===== src/hdl/rsc_pkg.sv =====
// Shared types and constants for the RPN stack calculator core.
// Used by the channel interfaces, the stack RAM user and the shared ALU.
`timescale 1ns / 1ps

package rsc_pkg;

   // Stack geometry and datapath width
   localparam int STACK_DEPTH = 128;
   localparam int DATA_WIDTH  = 32;
   localparam int ADDR_W      = $clog2(STACK_DEPTH);
   localparam int CNT_W       = $clog2(STACK_DEPTH + 1);
   localparam int ITER_W      = $clog2(DATA_WIDTH);

   // Word field widths
   localparam int CHAR_W  = 8;
   localparam int STAT_W  = 3;
   localparam int VALUE_W = 32;
   localparam int DEPTH_W = 8;

   // Character codes
   localparam logic [CHAR_W-1:0] CH_ZERO  = 8'h30;
   localparam logic [CHAR_W-1:0] CH_NINE  = 8'h39;
   localparam logic [CHAR_W-1:0] CH_PLUS  = 8'h2B;
   localparam logic [CHAR_W-1:0] CH_MINUS = 8'h2D;
   localparam logic [CHAR_W-1:0] CH_STAR  = 8'h2A;
   localparam logic [CHAR_W-1:0] CH_SLASH = 8'h2F;
   localparam logic [CHAR_W-1:0] CH_EQUAL = 8'h3D;

   typedef enum logic [STAT_W-1:0] {
      STAT_OK      = 3'd0,
      STAT_VALUE   = 3'd1,
      STAT_UNDER   = 3'd2,
      STAT_DIVZERO = 3'd3,
      STAT_OVER    = 3'd4,
      STAT_END     = 3'd5
   } status_type;

   typedef enum logic [1:0] {
      ALU_ADD,
      ALU_SUB,
      ALU_MUL,
      ALU_DIV
   } alu_op_type;

   typedef struct packed {
      logic       start;
      alu_op_type op;
   } alu_ctl_type;

   typedef enum logic [1:0] {
      AST_IDLE,
      AST_RUN,
      AST_FIX
   } alu_state_type;

   typedef enum logic [2:0] {
      SEQ_IDLE,
      SEQ_RD_A,
      SEQ_RD_B,
      SEQ_CALC,
      SEQ_DONE
   } seq_state_type;

   // Sign-extend a stack entry and keep the low bits of the value field
   function automatic logic [VALUE_W-1:0] to_value(input logic [DATA_WIDTH-1:0] d);
      logic signed [63:0] ext;
      ext = 64'($signed(d));
      return ext[VALUE_W-1:0];
   endfunction

endpackage


===== src/hdl/rsc_alu.sv =====
// Shared arithmetic unit: registered add/subtract, radix-2 shift-add multiply
// and restoring signed divide iterated over DATA_WIDTH bits. Depends on rsc_pkg.
`timescale 1ns / 1ps

module rsc_alu import rsc_pkg::*; (
   input  logic                  clock,
   input  logic                  reset,
   input  alu_ctl_type           ctl,
   input  logic [DATA_WIDTH-1:0] lhs,
   input  logic [DATA_WIDTH-1:0] rhs,
   output logic                  done,
   output logic [DATA_WIDTH-1:0] result
);

   alu_state_type           state_ff, state_in;
   alu_op_type              op_ff, op_in;
   logic [ITER_W-1:0]       iter_ff, iter_in;
   logic [DATA_WIDTH-1:0]   acc_ff, acc_in;
   logic [DATA_WIDTH-1:0]   opa_ff, opa_in;
   logic [DATA_WIDTH-1:0]   opb_ff, opb_in;
   logic                    neg_ff, neg_in;
   logic                    done_ff, done_in;
   logic [DATA_WIDTH-1:0]   result_ff, result_in;
   logic [DATA_WIDTH:0]     rem_sh;
   logic [DATA_WIDTH:0]     diff;

   // Control registers
   always_ff @(posedge clock) begin
      if (reset) begin
         state_ff <= AST_IDLE;
         done_ff  <= 1'b0;
      end else begin
         state_ff <= state_in;
         done_ff  <= done_in;
      end
   end

   // Datapath registers
   always_ff @(posedge clock) begin
      op_ff     <= op_in;
      iter_ff   <= iter_in;
      acc_ff    <= acc_in;
      opa_ff    <= opa_in;
      opb_ff    <= opb_in;
      neg_ff    <= neg_in;
      result_ff <= result_in;
   end

   // Trial subtract for one divide step
   assign rem_sh = {acc_ff, opb_ff[DATA_WIDTH-1]};
   assign diff   = rem_sh - {1'b0, opa_ff};

   // Sequence the operation
   always_comb begin
      state_in  = state_ff;
      op_in     = op_ff;
      iter_in   = iter_ff;
      acc_in    = acc_ff;
      opa_in    = opa_ff;
      opb_in    = opb_ff;
      neg_in    = neg_ff;
      result_in = result_ff;
      done_in   = 1'b0;

      unique case (state_ff)
         AST_IDLE: begin
            if (ctl.start) begin
               op_in   = ctl.op;
               acc_in  = '0;
               iter_in = ITER_W'(DATA_WIDTH - 1);
               unique case (ctl.op)
                  ALU_ADD: begin
                     result_in = lhs + rhs;
                     done_in   = 1'b1;
                  end
                  ALU_SUB: begin
                     result_in = lhs - rhs;
                     done_in   = 1'b1;
                  end
                  ALU_MUL: begin
                     opa_in   = lhs;
                     opb_in   = rhs;
                     state_in = AST_RUN;
                  end
                  ALU_DIV: begin
                     // divisor and dividend magnitudes, quotient sign
                     opa_in   = rhs[DATA_WIDTH-1] ? -rhs : rhs;
                     opb_in   = lhs[DATA_WIDTH-1] ? -lhs : lhs;
                     neg_in   = lhs[DATA_WIDTH-1] ^ rhs[DATA_WIDTH-1];
                     state_in = AST_RUN;
                  end
               endcase
            end
         end

         AST_RUN: begin
            if (op_ff == ALU_MUL) begin
               // add the shifted multiplicand for each set multiplier bit
               if (opb_ff[0]) begin
                  acc_in = acc_ff + opa_ff;
               end
               opa_in = opa_ff << 1;
               opb_in = opb_ff >> 1;
            end else begin
               // one restoring divide step; quotient bits shift in below
               if (!diff[DATA_WIDTH]) begin
                  acc_in = diff[DATA_WIDTH-1:0];
                  opb_in = {opb_ff[DATA_WIDTH-2:0], 1'b1};
               end else begin
                  acc_in = rem_sh[DATA_WIDTH-1:0];
                  opb_in = {opb_ff[DATA_WIDTH-2:0], 1'b0};
               end
            end
            iter_in = iter_ff - ITER_W'(1);
            if (iter_ff == '0) begin
               state_in = AST_FIX;
            end
         end

         AST_FIX: begin
            if (op_ff == ALU_MUL) begin
               result_in = acc_ff;
            end else begin
               result_in = neg_ff ? -opb_ff : opb_ff;
            end
            done_in  = 1'b1;
            state_in = AST_IDLE;
         end
      endcase
   end

   assign done   = done_ff;
   assign result = result_ff;

endmodule


===== config.mk =====
export PLATFORM = sky130hd
export DESIGN_NAME = rsc_alu
export DESIGN_NICKNAME = d
export VERILOG_FILES = /design/src/hdl/rsc_pkg.sv /design/src/hdl/rsc_alu.sv
export SDC_FILE = /design/constraint.sdc
export NUM_CORES = 1
export LEC_CHECK = 0
export ABC_CLOCK_PERIOD_IN_PS = 7100
export BUFFER_PORTS_ARGS = -buffer_cell sky130_fd_sc_hd__buf_2
export CAP_MARGIN = 40
export CORE_ASPECT_RATIO = 0.8
export CORE_UTILIZATION = 35
export DETAILED_ROUTE_END_ITERATION = 10
export GPL_TIMING_DRIVEN = 0
export SYNTH_ARGS = -nofsm -noshare
export SYNTH_HDL_FRONTEND = slang
export SYNTH_SLANG_ARGS = --single-unit

===== constraint.sdc =====
create_clock -name clock -period 7.1 [get_ports clock]
set_input_delay 1.775 -clock clock [delete_from_list [all_inputs] [get_ports clock]]
set_output_delay 1.775 -clock clock [all_outputs]
set_load 0.1 [all_outputs]

### After elaboration in Yosys (flattened, before gate mapping)

Cells that the tools add are included.

* add/subtract/negate cells: 8
* equality and inequality tests: 13
* muxes and demuxes: 30
* bitwise logic cells: 1
* reductions and logical operators: 15

Operators with widths (count)
* one-hot mux 32 bit (2 select lines): 7
* two-way mux 32 bit: 13
* negation 32 bit: 3
* adder 32 bit: 2
* subtractor 33 x 32 -> 33 bit: 1
* subtractor 32 bit: 1
* AND reduction 3 bit: 5
* one-hot mux 5 bit (2 select lines): 1
* equality test 2 bit, second input constant: 4
* != test 2 bit, second input constant: 4
* two-way mux 2 bit: 3
* != test 3 x 1 -> 1 bit, second input constant: 2
* one-hot mux 2 bit (3 select lines): 1
* logical NOT 5 bit: 1
* two-way mux 5 bit: 1
* subtractor 5 x 1 -> 5 bit, second input constant: 1
* equality test 2 x 1 -> 1 bit, second input constant: 2
* logical NOT 2 bit: 2
* AND reduction 2 bit: 2
* AND reduction 4 bit: 1
* nonzero test 2 bit: 2
* OR reduction 2 bit: 2
* two-way mux 1 bit: 3
* != test 3 bit, second input constant: 1
* other kinds (2): 2

* flip-flop bits (word level): 139
* bits of input ports: 69
* logic and storage cells: 76

### Depth between registers and ports, before layout

Gate-level depths: netlist of the first run.

* word-level depth: 5
* gate-level depth with buffers: 19

### Worst setup path before layout of the first run

No wires, ideal clock.

* kind: input to register
* from: input port rhs[0]
* to: register result_ff[30], in the netlist result[30] (data pin)
* library setup time: 0.268 ns
* data arrival time: 5.535 ns
* setup slack: 1.296 ns
* stages on the path: 15
* cells stage by stage: inv_1 -> ha_1 -> or4b_4 -> or4_1 -> buf_2 -> or4b_4 -> or3_4 -> nand2_1 -> xor2_1 -> ha_1 -> nand3_1 -> or3_1 -> o41ai_1 -> xnor2_1 -> o21ai_0

* word-level cells in the longest chain between the ends: 4
* elaborated cells between the ends (all ways): 5
* those cells by class: add/sub (2); mux (3)

Ends and longest elaborated chain
* from (decl): line rsc_alu.sv:10 `input logic [DATA_WIDTH-1:0] rhs,`
* subtractor 32 bit / adder 32 bit (equally long branches): line rsc_alu.sv:77, rsc_alu.sv:73
* one-hot mux 32 bit (2 select lines) (*): line rsc_alu.sv:71 `unique case (ctl.op)`
* two-way mux 32 bit (*): line rsc_alu.sv:67 `if (ctl.start) begin`
* one-hot mux 32 bit (2 select lines) (*): line rsc_alu.sv:65 `unique case (state_ff)`
* net result_in[30]: line rsc_alu.sv:23 `logic [DATA_WIDTH-1:0] result_ff, result_in;`
* to (signal assigned): line rsc_alu.sv:46 `result_ff <= result_in;`
* to (decl): line rsc_alu.sv:23

Mark *: on every way through the listed nets, which the timed path passes. The rest lies on a longest branch. The select of a mux whose other input is x is not followed.
A chain may end at the register's enable or synchronous reset.

### Worst setup path in the final report of the first run

* from: input port ctl[1] in the netlist's numbering
* to: register result_ff[28], in the netlist result[28] (data pin)

* word-level cells in the longest chain between the ends: 4
* elaborated cells between the ends (all ways): 5
* those cells by class: eq/ne (1); mux (3); reduce/logical (1)

Ends and longest elaborated chain
* from (decl): line rsc_alu.sv:8 `input alu_ctl_type ctl,`
* equality test 2 x 1 -> 1 bit / logical NOT 2 bit (equally long branches): line rsc_alu.sv:71
* one-hot mux 32 bit (2 select lines) (*): line rsc_alu.sv:71
* two-way mux 32 bit (*): line rsc_alu.sv:67
* one-hot mux 32 bit (2 select lines) (*): line rsc_alu.sv:65
* net result_in[28]: line rsc_alu.sv:23

Marked as above.

==> impl_metrics.toml, run 1 <==
[place]
pre_cts_slack_ps = 459
place.gp.congestion = 0.985
port_buffers = 91
hpwl_um = 44500
place_area_um2 = 15900
placed_cells = 2498

[clock_tree]
ctsRootBufferMaster = "clkbuf_16"
cts_setup_buffers = 0
numCtsBuffers = 17
clk_latency_ps = 460
htree_levels = 4
clockBufferDepth = 2
cts.hold.buffers_added = 0
post_cts_resized = 0
cts.clk_slew.worst_paths_ps = 70
cts_sinks = 139
tritoncts = "built"

[worst_setup_path]
critPathMaxFanout = 10
cp-end-kind = "flop"
cp.required_ps = 7270
crit_arrival_ps = 6650
start_kind = "input pin"
path_class = "input pin to flop"

[die]
coreArea_um2 = 41000
io-pin-count = 102
start_util_pct = 35.8
dieArea_um2 = 42800
rows = 66
fp.dieW_um = 231
die_y_um = 185

[global_routing]
grt_max_degree = 26
antenna_found_initial = 1
grt_pass1_wl_um = 83400
overflow = 0
track_usage_pct = 25.9
grt_pass1_vias = 13439

[timing]
setup_tns_ps = 0
finalSetupViolations = 0
finalMaxSlewViolations = 0
rsz0062_at_grt = "no"
fmax_mhz = 154
tightest_slew_ps = 1060
max-slew-margin-rel_pct = 27.6
skew_ps = 15.8
whs_ps = 525
timing.final.crit_share_pct = 91.3
final_hold_viol_count = 0
fin_crit_ps = 6480
layout_setup_ws_ps = 619

[flow_run]
maxCapViolCount = 0

[detailed_routing]
vias_per_cell = 6.05
drt_iter0_drc = 2015
dr.pass1.iters = 6
wire_per_inst_um = 22.0
ant_nets = 0
vias = 15294
drc = 0
wl_um = 55600

[status]
outcome = "completed"

[logic_synthesis]
syn-instance-count = 1856
yosys_warnings = 0
ys.flop_type = "edfxtp_1"
ys_seq_elements = 139
synth_nets = 2030
ys_seq_area_share_pct = 28.2
async_flop_share_pct = 0
syn_avg_cell_area_um2 = 7.91
synth_area_um2 = 14700
synth_cell_types = 70
synth-edff-count = 136

[layout]
area_growth_pct = 12.5
design_area_um2 = 16500
layout_common_cells = "nand2_1 (262), o21ai_0 (170), a21oi_1 (148)"
antenna_cells = 0
drive_gt1_share_pct = 7.65
layout_commonest_cell = "nand2_1"
instances_no_fill = 2530
final_nets = 2147

[power]
p_leak_nw = 6.53
power_density_nw_per_um2 = 485
peakVddDrop_v = 0.000228

[min_path]
holdCritPathClass = "flop to flop"
==> cells in the mapped netlist, types with 16 or more instances <==
library cell  number  area [um2]
a31oi_1           43         269
a21oi_1          148         741
edfxtp_1         136        4080
o31ai_1           36         270
a21o_1            37         278
or4_1             16         120
nor3_1            24         120
nand3_1           32         160
o211ai_1          39         293
xnor2_1           69         604
xor2_1           122        1070
inv_1             89         334
ha_1             102        1280
or3_1             21         131
nand2b_1          22         138
o21a_1            16         120
a211oi_1          40         300
o21ai_0          170         851
nand2_1          262         983
nor2_1           137         514
clkbuf_1          93         349
o41ai_1           17         149
==> kinds of logic after synthesis <==
kind of cell,synth area share [%]
compound gates,26.5
simple gates,18.7
buf+inv,4.95
xor+xnor,11.4
flops,28.2
fa+ha+maj,9.11
mux,1.10
==> through the flow <==
step           util (%)  total power [mW]
2_1_floorplan         -              5.44
3_3_place_gp       38.6              6.83
3_5_place_dp       38.9              6.92
4_1_cts            40.3              7.88
5_1_grt            40.3              8.53
6_report           40.3              8.00
==> cell type report <==
cell class | count | area, um2
Buffer | 103 | 393
Clock buffer | 17 | 425
Clock inverter | 15 | 163
Fill cell | 4286 | 24400
Inverter | 89 | 334
Multi-Input combinational cell | 1525 | 9840
Sequential cell | 139 | 4140
Tap cell | 544 | 681
Timing Repair Buffer | 98 | 539
==> worst max-delay path, cell delays in order <==
cell      delay [ps]
buf_2             90
clkbuf_1         320
nand2b_1         160
clkbuf_1         510
clkbuf_1         670
nand2_1          140
xor2_1           170
ha_1             330
o21ai_0          270
o211ai_1         130
a21o_1           270
o221ai_1         500
a41oi_1          310
or4_1            510
a31oi_1          230
xor2_1           150
o21ai_0           80
==> state kept, by name (all words and copies together) (netlist names) <==
name,flops
iter_ff,5
opb_ff,32
result,32
acc_ff,32
done,1
opa_ff,32
op_ff,2
state_ff,2
neg_ff,1
==> worst paths after layout <==
check | depth (start not counted) | start | end | slack, ps
setup / recovery | 17 | ctl[1] | result[28]$_DFFE_PP_ | 620
hold / removal | 2 | state_ff[1]$_SDFFE_PP0P_ | state_ff[1]$_SDFFE_PP0P_ | 520
setup reg to reg | 13 | opb_ff[31]$_DFFE_PP_ | acc_ff[14]$_SDFFCE_PN0P_ | 2190
hold reg to reg | 2 | state_ff[1]$_SDFFE_PP0P_ | state_ff[1]$_SDFFE_PP0P_ | 520
==> power by group <==
part	total (mW)	switching, mW	internal (mW)
clock	0.941	0.418	0.522
combinational	5.30	3.54	1.77
sequential	1.76	0.349	1.41
==> layer usage <==
metal	GRT usage, %	vias up	part of all wire (%)
li1	-	7044	-
met1	39.4	7331	47
met2	36.0	845	40
met3	6.13	74	11
met4	5.88	0	1.8
met5	0	-	0
Power figures use the tool's default switching activity.
==> run 2, diff against run 1 <==
ABC_CLOCK_PERIOD_IN_PS = 7300   (was 7100)
PLACE_DENSITY = 0.63   (was default)
clock period = 7.3 ns   (was 7.1 ns; I/O delays follow)
==> impl_metrics.toml, run 2 (synthesized netlist as in run 1, its figures left out) <==
[status]
outcome = "completed"

[clock_tree]
htree_levels = 4
tritoncts = "built"
cts.clk_slew.worst_paths_ps = 70
ctsRootBufferMaster = "clkbuf_16"
cts_sinks = 139
clockBufferDepth = 2
cts_setup_buffers = 0
clk_latency_ps = 460
numCtsBuffers = 17
cts.hold.buffers_added = 0
post_cts_resized = 0

[die]
fp.dieW_um = 231
die_y_um = 185
io-pin-count = 102
dieArea_um2 = 42800
start_util_pct = 35.8
coreArea_um2 = 41000
rows = 66

[timing]
skew_ps = 13.5
setup_tns_ps = 0
final_hold_viol_count = 0
timing.final.crit_share_pct = 89.1
rsz0062_at_grt = "no"
finalSetupViolations = 0
finalMaxSlewViolations = 0
fin_crit_ps = 6510
fmax_mhz = 154
whs_ps = 516
max-slew-margin-rel_pct = 33.2
tightest_slew_ps = 992

[place]
hpwl_um = 45400
port_buffers = 91
place.gp.congestion = 0.958
place_area_um2 = 16000

[layout]
antenna_cells = 0
area_growth_pct = 13.2
design_area_um2 = 16600
final_nets = 2154
drive_gt1_share_pct = 7.93
fill_cells = 4247
layout_commonest_cell = "nand2_1"
layout_common_cells = "nand2_1 (262), o21ai_0 (170), a21oi_1 (148)"

[global_routing]
grtUsageMet1_pct = 38.7
track_usage_pct = 26.1
grt_pass1_wl_um = 83900
grt.busiest_layer = "met1"
gr-usage-met2_pct = 36.6
grt_pass1_vias = 13664
grt_max_degree = 26
met3_usage_pct = 6.82
antenna_found_initial = 0
overflow = 0

[worst_setup_path]
cp-end-kind = "flop"
reg2reg_depth = 13
path_class = "input pin to flop"
critPathMaxFanout = 10
start_kind = "input pin"
cp.required_ps = 7490
crit_arrival_ps = 6700

[power]
p_leak_nw = 6.59
power_density_nw_per_um2 = 476
peakVddDrop_v = 0.000234

[detailed_routing]
ant_nets = 0
drt_iter0_drc = 2134
vias = 15275
wire_per_inst_um = 22.3
dr.pass1.iters = 5
drc = 0
wl_um = 56600
vias_per_cell = 6.02

[min_path]
holdCritPathClass = "flop to flop"
hold_depth = 2

[flow_run]
maxCapViolCount = 0
-- run 2: layer usage --
| metal | vias up | part of all wire, % |
|---|---|---|
| met4 | 0 | 2.1 |
| met1 | 7357 | 46 |
| met5 | - | 0 |
| met3 | 80 | 12 |
| li1 | 7055 | - |
| met2 | 783 | 40 |
-- run 2: layout make-up --
cell class                 instances  area [um2]  share of cell area (%)
multi-input combinational       1525        9840                    59.2
sequential                       139        4140                    24.9
tap                              544         681                    4.10
timing repair buffer             105         646                    3.89
clock buffer                      17         425                    2.56
buffer                           103         393                    2.36
inverter                          89         334                    2.01
clock inverter                    15         156                   0.941
-- run 2: stage by stage --
| step | std cells | util (%) | setup slack, ps | total power, mW |
|---|---|---|---|---|
| 6_report | 2537 | 40.6 | 794 | 7.91 |
| 5_1_grt | 2537 | 40.6 | 585 | 8.40 |
| 4_1_cts | 2536 | 40.5 | 1120 | 7.76 |
| 3_5_place_dp | 2504 | 39.1 | 681 | 6.83 |
| 3_3_place_gp | 2491 | 38.6 | 20.8 | 6.70 |
| 2_1_floorplan | 1856 | - | 1450 | 5.29 |
-- run 2: report_power, final --
| group | internal (mW) | leakage, nW | switching, mW |
|---|---|---|---|
| Clock | 0.482 | 0.277 | 0.430 |
| Sequential | 1.37 | 1.30 | 0.351 |
| Combinational | 1.76 | 5.01 | 3.51 |
| Total | 3.62 | 6.59 | 4.29 |
-- run 2: final timing paths --
kind | slack [ps] | from | to
setup / recovery | 790 | ctl[1] | result[28]$_DFFE_PP_
hold / removal | 520 | state_ff[1]$_SDFFE_PP0P_ | state_ff[1]$_SDFFE_PP0P_
setup reg to reg | 2540 | opb_ff[31]$_DFFE_PP_ | acc_ff[14]$_SDFFCE_PN0P_
hold reg to reg | 520 | state_ff[1]$_SDFFE_PP0P_ | state_ff[1]$_SDFFE_PP0P_
-- run 2: worst max-delay path: stages --
cell      delay (ps)
buf_2             90
clkbuf_1         340
nand2b_1         160
clkbuf_1         490
clkbuf_1         670
nand2_1          160
xor2_1           180
ha_1             340
o21ai_0          250
o211ai_1         140
a21o_1           270
o221ai_1         510
a41oi_1          310
or4_1            480
a31oi_1          230
xor2_1           160
o21ai_0           80
